## src/rtl/core/prs_pkg.sv

```systemverilog
package prs_pkg;

	localparam int TAP_COUNT    = 32;
	localparam int PHASE_BITS   = 6;
	localparam int PHASE_COUNT  = 1 << PHASE_BITS;
	localparam int TAP_BITS     = $clog2(TAP_COUNT);
	localparam int COEF_DEPTH   = PHASE_COUNT * TAP_COUNT;
	localparam int COEF_AW      = $clog2(COEF_DEPTH);
	localparam int MAX_RESULTS  = 49;
	localparam int CNT_W        = $clog2(MAX_RESULTS + 1);

	localparam int OPCODE_W     = 2;
	localparam int SAMPLE_W     = 16;
	localparam int COEF_PHASE_W = 6;
	localparam int COEF_TAP_W   = 5;
	localparam int PROD_W       = 2 * SAMPLE_W;
	localparam int ACC_W        = PROD_W + TAP_BITS + 1;
	localparam int FRAC_SHIFT   = 15;
	localparam int SAMPLE_MAX   = 32767;
	localparam int SAMPLE_MIN   = -32768;

	localparam int PHASE_W      = 38;
	localparam int PHASE_FRAC   = 32;
	localparam logic [PHASE_W-1:0] PHASE_UNITY = PHASE_W'(64'd1 << PHASE_FRAC);
	localparam logic [PHASE_W-1:0] STEP_RESET  = PHASE_UNITY;
	localparam logic [PHASE_W-1:0] PHASE_MAX   = '1;

	localparam int QUEUE_DEPTH  = 4;
	localparam int QUEUE_AW     = $clog2(QUEUE_DEPTH);

	typedef enum logic [OPCODE_W-1:0] {
		OP_PUSH  = 2'd0,
		OP_COEF  = 2'd1,
		OP_CLEAR = 2'd2
	} opcode_t;

	typedef struct packed {
		opcode_t                     op;
		logic signed [SAMPLE_W-1:0]  sample;
		logic [COEF_AW-1:0]          coef_addr;
		logic signed [SAMPLE_W-1:0]  coef_value;
	} cmd_t;

	typedef struct packed {
		logic [QUEUE_AW:0] count;
		logic              full;
	} queue_stat_t;

	typedef struct packed {
		logic busy;
		logic in_run;
	} back_stat_t;

	typedef enum logic [2:0] {
		ST_IDLE,
		ST_CHECK,
		ST_MAC,
		ST_DRAIN,
		ST_OUT
	} back_state_t;

endpackage

```

## src/rtl/core/prs_queue.sv

```systemverilog
module prs_queue (
	input  logic                   clk,
	input  logic                   arst_n,
	input  logic                   wr_valid,
	input  prs_pkg::cmd_t          wr_data,
	output logic                   wr_ready,
	output logic                   rd_valid,
	output prs_pkg::cmd_t          rd_data,
	input  logic                   rd_ready,
	output prs_pkg::queue_stat_t   stat
);

	localparam logic [prs_pkg::QUEUE_AW:0]   FULL_CNT = (prs_pkg::QUEUE_AW + 1)'(prs_pkg::QUEUE_DEPTH);
	localparam logic [prs_pkg::QUEUE_AW-1:0] LAST_PTR = prs_pkg::QUEUE_AW'(prs_pkg::QUEUE_DEPTH - 1);

	prs_pkg::cmd_t                slot_q [prs_pkg::QUEUE_DEPTH];
	logic [prs_pkg::QUEUE_AW-1:0] wr_ptr_q;
	logic [prs_pkg::QUEUE_AW-1:0] rd_ptr_q;
	logic [prs_pkg::QUEUE_AW:0]   count_q;
	logic                         push;
	logic                         pop;

	assign wr_ready = (count_q != FULL_CNT);
	assign rd_valid = (count_q != '0);
	assign push     = wr_valid && wr_ready;
	assign pop      = rd_valid && rd_ready;
	assign rd_data  = slot_q[rd_ptr_q];

	assign stat.count = count_q;
	assign stat.full  = !wr_ready;

	always_ff @(posedge clk) begin
		if (push) begin
			slot_q[wr_ptr_q] <= wr_data;
		end
	end

	always_ff @(posedge clk or negedge arst_n) begin
		if (!arst_n) begin
			wr_ptr_q <= '0;
			rd_ptr_q <= '0;
			count_q  <= '0;
		end else begin
			if (push) begin
				wr_ptr_q <= (wr_ptr_q == LAST_PTR) ? '0 : wr_ptr_q + 1'b1;
			end
			if (pop) begin
				rd_ptr_q <= (rd_ptr_q == LAST_PTR) ? '0 : rd_ptr_q + 1'b1;
			end
			case ({push, pop})
				2'b10:   count_q <= count_q + 1'b1;
				2'b01:   count_q <= count_q - 1'b1;
				default: count_q <= count_q;
			endcase
		end
	end

endmodule

```

## config.mk

```make
export PLATFORM = sky130hd
export DESIGN_NAME = prs_queue
export DESIGN_NICKNAME = d
export VERILOG_FILES = /design/src/rtl/core/prs_pkg.sv /design/src/rtl/core/prs_queue.sv
export SDC_FILE = /design/constraint.sdc
export NUM_CORES = 1
export LEC_CHECK = 0
export ABC_AREA = 1
export BUFFER_PORTS_ARGS = -buffer_cell sky130_fd_sc_hd__buf_4
export CAP_MARGIN = 40
export CORE_ASPECT_RATIO = 2
export CORE_UTILIZATION = 54
export CTS_BUF_LIST = sky130_fd_sc_hd__clkbuf_8
export CTS_CLUSTER_SIZE = 14
export DETAILED_ROUTE_END_ITERATION = 6
export PLACE_DENSITY_LB_ADDON = 0.08
export SYNTH_ARGS = -nofsm -noshare
export SYNTH_HDL_FRONTEND = slang
export SYNTH_SLANG_ARGS = --single-unit
```

## constraint.sdc

```tcl
create_clock -name clk -period 3.2 [get_ports clk]
set_input_delay 0.32 -clock clk [delete_from_list [all_inputs] [get_ports clk]]
set_output_delay 0.32 -clock clk [all_outputs]
set_load 0.005 [all_outputs]
```

==> reports/qor.txt, run 1 <==
type of the worst setup path = flop to output pin
Max-cap violations = 0
Seq pwr share = 44.8%
worst r2r dst = count_q[2]
combinational fraction of design power = 36.2%
Cell Area, Placed = 0.00859 sq mm
CP Launch Type = flop
HPWL after DPL = 9030 um
Total Power = 7720 uW
I/O pin count = 100
clock sinks = 187
Num CTS Buffers = 17
CP endpoint kind = output pin
FMAX = 407 MHz
CTS tree = yes
fin area = 0.00897 sq mm
Hold Path Origin = wr_data[35]
Met1 Wirelength = 5100 um
Initial DRC Count = 205
relative slew slack = 53.4%
CTS root buf = clkbuf_8
clock skew = 0.0113 ns
Mapped Cells = 584
Worst-Margin Slew = 0.699 ns
Final Wtd Congestion = 0.787
Cell Pwr Density = 861 mW/mm^2
Yosys top cell by area = edfxtp_1
fraction of registers with async set/reset = 3.74%
Max VDD drop = 687 uV
drt pass-1 iters = 4
Die H = 171 um
RR Startpoint = count_q[1]
unrepaired setup endpoints after global routing = no
share of layout cells above drive strength 1 = 23.0%
Vias/cell = 5.07
outcome = finished clean
final max-slew violation count = 0
port buffer count = 99
flop2flop setup slack = 1.14 ns
initial antenna violation count = 0
final-stage net count = 739
switching share of power = 34.5%
met3 wire len = 608 um
Final min period = 2.45 ns
CTS Buffer Depth = 2
Switch Pwr = 2660 uW
DIE AREA = 0.0148 sq mm
Area growth syn-to-layout = 15.9%
global-route wire length before repair = 21900 um
Final Setup Violations = 0
chip width = 86.6 um
Crit Path Max Fanout = 64
leading cell type in the layout, fill and taps excluded = edfxtp_1
antenna viol nets, final = 0
final WL = 14300 um
core footprint = 0.0140 sq mm
WL per Instance = 16.1 um
Inserted Diodes = 0
CP Data Arrival Time = 2.13 ns
Worst Hold End = slot_q[2][35]
LEAKAGE = 0.00360 uW
vias in the first global route = 4504
largest net degree at the start of global routing = 65
post-synth net total = 640
synth top area cells = edfxtp_1, o211ai_1, nand2_1
Hold Path Stages = 1
worst hold path class = input pin to flop
R2R cell count = 10
final hold vios = 0
initial core utilization = 55.4%
P_int = 5060 uW
number of synthesized flops with an enable pin = 180
Post-route DRC = 0
most frequent cells in the layout = edfxtp_1, nand2_1, inv_1, buf_4, o211ai_1
worst path required time = 2.88 ns
Mapped Area = 0.00774 sq mm
Seq/Total Area, Yosys = 72.1%
Total Routing Usage GR = 20.4%
synth warn = 0
Yosys reg bits = 187
via count = 4486
gr ovfl total = 0
CTS resizes = 0
routed wl met2 = 8190 um
clk_lat worst skew = 0.46 ns
Avg Cell Area, Syn = 13.2 sq um
clock power share = 19.0%
final worst-path cycle share = 76.7%
ys flop type = edfxtp_1
top cell type's share of synthesized area = 69.9%
clock slew at reported path FFs = 0.10 ns
post-synth cell types = 20
final setup TNS = 0 ns
htree depth = 4
Top Metal Used = met4
Rows = 61
kinds of logic after synthesis:
family | after synthesis | share of synthesized area [%]
flip-flops | 187 | 72.1
AND/OR/NAND/NOR | 164 | 8.20
buffers and inverters | 134 | 8.76
AO/OA/AOI/OAI | 91 | 9.57
adder cells (fa/ha/maj) | 7 | 1.23
XOR/XNOR | 1 | 0.113
worst max path at each step:
| stage | from | to | slack, ns | cells after the start |
|---|---|---|---|---|
| after global routing | rd_ptr_q[0] | rd_data[0] | 0.62 | 5 |
| after global placement | count_q[1] | count_q[2] | 1.26 | 10 |
| after floorplan | count_q[1] | slot_q[0][0] | 0.18 | 4 |
| final | rd_ptr_q[0] | rd_data[0] | 0.75 | 5 |
| after detailed placement | count_q[1] | count_q[2] | 1.16 | 10 |
| after CTS | rd_ptr_q[0] | rd_data[0] | 0.74 | 5 |
synth_stat cells (2+ instances only):
| cell | count |
|---|---|
| inv_2 | 2 |
| dfrtp_1 | 7 |
| buf_6 | 17 |
| clkbuf_8 | 2 |
| buf_4 | 6 |
| inv_1 | 103 |
| o211ai_1 | 78 |
| nand3_1 | 6 |
| nand2_1 | 149 |
| edfxtp_1 | 180 |
| buf_2 | 4 |
| o211ai_2 | 12 |
| ha_1 | 6 |
| nor2_1 | 6 |
power groups by stage:
| stage | Combinational, uW | Clock, uW | Sequential, uW |
|---|---|---|---|
| CTS | 2860 | 1510 | 3460 |
| detailed placement | 2850 | 0 | 3520 |
| global placement | 2770 | 0 | 3490 |
| finish | 2800 | 1470 | 3460 |
| floorplan | 1850 | 0 | 3410 |
| global route | 3100 | 1580 | 3510 |
layout make-up:
type	count	area [sq um]
tap	189	236
fill	1030	5000
clock inverter	15	141
sequential	187	5590
inverter	105	394
clock buffer	17	234
timing repair buffer	109	871
multi-input combinational	263	1510
per-stage QoR:
step	hold slack (ns)	setup WS [ns]	instances	util, %
floorplan	0.0244	0.176	584	-
global placement	0.137	1.26	851	61.3
detailed placement	0.140	1.16	852	61.5
CTS	0.0339	0.744	885	64.2
global route	0.0307	0.618	885	64.2
finish	0.0563	0.746	885	64.2
critical path, stage by stage, from the launching register on:
cell	delay, ns
dfrtp_4	0.83
buf_12	0.35
nand2_1	0.15
o211ai_1	0.10
nand2_1	0.07
buf_4	0.14
per-layer routing:
metal | track usage [%] | up-vias
met2 | 38.2 | 113
met4 | 11.4 | 0
li1 | - | 2211
met5 | 0 | -
met1 | 20.3 | 2139
met3 | 4.61 | 23
state kept, by name, summed over array words and instances, names as in the netlist:
register  flops
slot_q      180
count_q       3
rd_ptr_q      2
wr_ptr_q      2
what timing repair did:
action	CTS	global route
endpoints found under the hold margin	7	0
hold buffers	1	0
buffers inserted	0	0
Power figures use the tool's default switching activity.
==> inputs of run 2 (changes only) <==
clock period = 2.2 ns   (was 3.2 ns; I/O delays follow)
==> run 2 against run 1 <==
  * Register-to-register slack worse by 0.82 ns
  * Global-route usage rose by 0.63 points
  * Hold slack got worse by 0.025 ns
  * Critical path depth shrank 1
  * Highest routed layer unchanged
  * Non-clock buffer count grew 49
  * Critical path type unchanged
  * Design area increased by 6.2%
  * Clock-buffer cell count stayed put
  * Clock skew decreased by 0.0028 ns
  * Power increased by 49%
==> reports/qor.txt, run 2 (synthesis gave the netlist of run 1 again) <==
outcome = finished clean
max FFs per register = 180 (unchanged)
Regs by FF count = slot_q x180, count_q x3
Max VDD drop = 745 uV (+8.3%)
Total Routing Usage GR = 21.1% (+0.63 points)
Initial DRC Count = 221 (+7.8%)
htree depth = 4 (unchanged)
LEAKAGE = 0.00383 uW (+6.4%)
clock sinks = 187 (unchanged)
Final Setup Violations = 0 (unchanged)
DIE AREA = 0.0148 sq mm (unchanged)
largest net degree at the start of global routing = 59 (-9.2%)
CP Launch Type = flop
most frequent cells in the layout = edfxtp_1, nand2_1, inv_1, buf_4, o211ai_1
Final Wtd Congestion = 0.852 (+8.3%)
Final WS setup = 0.141 ns (-0.604 ns)
gr ovfl total = 0 (unchanged)
final worst-path cycle share = 93.6%
antenna viol nets, final = 0 (unchanged)
Cell Area, Placed = 0.00865 sq mm (+0.76%)
CTS Buffer Depth = 2 (unchanged)
flop2flop setup slack = 0.32 ns (-0.82 ns)
initial core utilization = 55.4% (unchanged)
relative slew slack = 56.1% (+2.7 points)
drt pass-1 iters = 4 (unchanged)
Num CTS Buffers = 17 (unchanged)
clock slew at reported path FFs = 0.09 ns (about the same)
WL per Instance = 15.7 um (-2.4%)
Cell Pwr Density = 1210 mW/mm^2 (+41%)
via count = 4715 (+5.1%)
clock skew = 0.00850 ns (-0.00281 ns)
final max-slew violation count = 0 (unchanged)
Inserted Diodes = 0 (unchanged)
FMAX = 486 MHz
leading cell type in the layout, fill and taps excluded = edfxtp_1
Rows = 61 (unchanged)
core footprint = 0.0140 sq mm (unchanged)
CTS root buf = clkbuf_8
share of layout cells above drive strength 1 = 21.9% (-1.1 points)
CP endpoint kind = output pin
CTS tree = yes
clk_lat worst skew = 0.46 ns (about the same)
Final min period = 2.06 ns
initial antenna violation count = 0 (unchanged)
Crit Path Max Fanout = 47 (-27%)
HPWL after DPL = 8400 um (-7.0%)
port buffer count = 99 (unchanged)
Biggest register = slot_q
Max-cap violations = 0 (unchanged)
final core occ = 68.2% (+4.0 points)
Worst-Margin Slew = 0.658 ns (-0.0408 ns)
WHS = 0.0311 ns (-0.0252 ns)
CP Data Arrival Time = 1.84 ns (-0.29 ns)
chip width = 86.6 um (unchanged)
Die H = 171 um (unchanged)
type of the worst setup path = flop to output pin
Vias/cell = 5.05 (-0.41%)
Area growth syn-to-layout = 23.2%
unrepaired setup endpoints after global routing = no
final WL = 14700 um (+3.0%)
pre-CTS WS = 0.367 ns (-0.789 ns)
global-route wire length before repair = 23000 um (+5.0%)
final setup TNS = 0 ns (unchanged)
worst path required time = 1.98 ns (-0.90 ns)
final hold vios = 0 (unchanged)
final-stage net count = 788 (+6.6%)
vias in the first global route = 4907 (+8.9%)
I/O pin count = 100 (unchanged)
worst hold path class = input pin to flop
fin area = 0.00953 sq mm (+6.2%)
CTS resizes = 0 (unchanged)
Post-route DRC = 0 (unchanged)
## run 2: cell types whose count changed in the layout (fill, tap and decap cells not counted), moves of 2 or more
cell	delta
dlygate4sd3_1	+46
buf_12	+4
buf_4	-2
inv_8	+2
## run 2: timing repair
item | 4_1_cts | 5_1_grt
endpoints found under the setup margin | 0 | 29
endpoints found under the hold margin | 189 | 0
buffers inserted | 0 | 1
hold buffers | 47 | 0
## run 2: final timing paths
check	startpoint	endpoint	cells after the start
max in group asynchronous	arst_n	rd_ptr_q[0]	2
min in group asynchronous	arst_n	count_q[0]	2
worst min-delay path	wr_valid	wr_ptr_q[0]	3
worst max register to register	count_q[2]	count_q[2]	11
worst min register to register	count_q[0]	count_q[0]	1
worst max-delay path	rd_ptr_q[1]	rd_data[3]	4
## run 2: layout make-up
cell class / instances / area (sq um)
clock buffers: 17 / 234
clock inverters: 15 / 159
fillers: 1021 / 4440
inverters: 105 / 394
multi-input cells: 263 / 1510
flip-flops and latches: 187 / 5590
well taps: 189 / 236
repair buffers: 158 / 1410
## run 2: metal layers
metal | wire length (um) | global-route usage (%) | share of wire, % | vias up
met4 | 290 | 9.35 | 2.0 | 0
li1 | - | - | - | 2308
met3 | 535 | 4.75 | 3.6 | 18
met2 | 8200 | 39.4 | 56 | 103
met5 | 0 | 0 | 0 | -
met1 | 5650 | 22.0 | 39 | 2286
## run 2: power by group
| group | internal, uW | switching [uW] |
|---|---|---|
| clock network | 942 | 1270 |
| logic | 1920 | 2450 |
| registers | 4680 | 265 |
## run 2: critical path: stages, from the launching register on
cell and delay, ns:
dfrtp_2 0.38, buf_4 0.55, o211ai_1 0.20, nand2_1 0.13, buf_4 0.11
## run 2: per-stage QoR
stage                     total power, uW  instances
after floorplan                      7630        584
after global placement               9230        854
after detailed placement             9360        854
after CTS                           11600        933
after global routing                12200        934
final                               11500        934
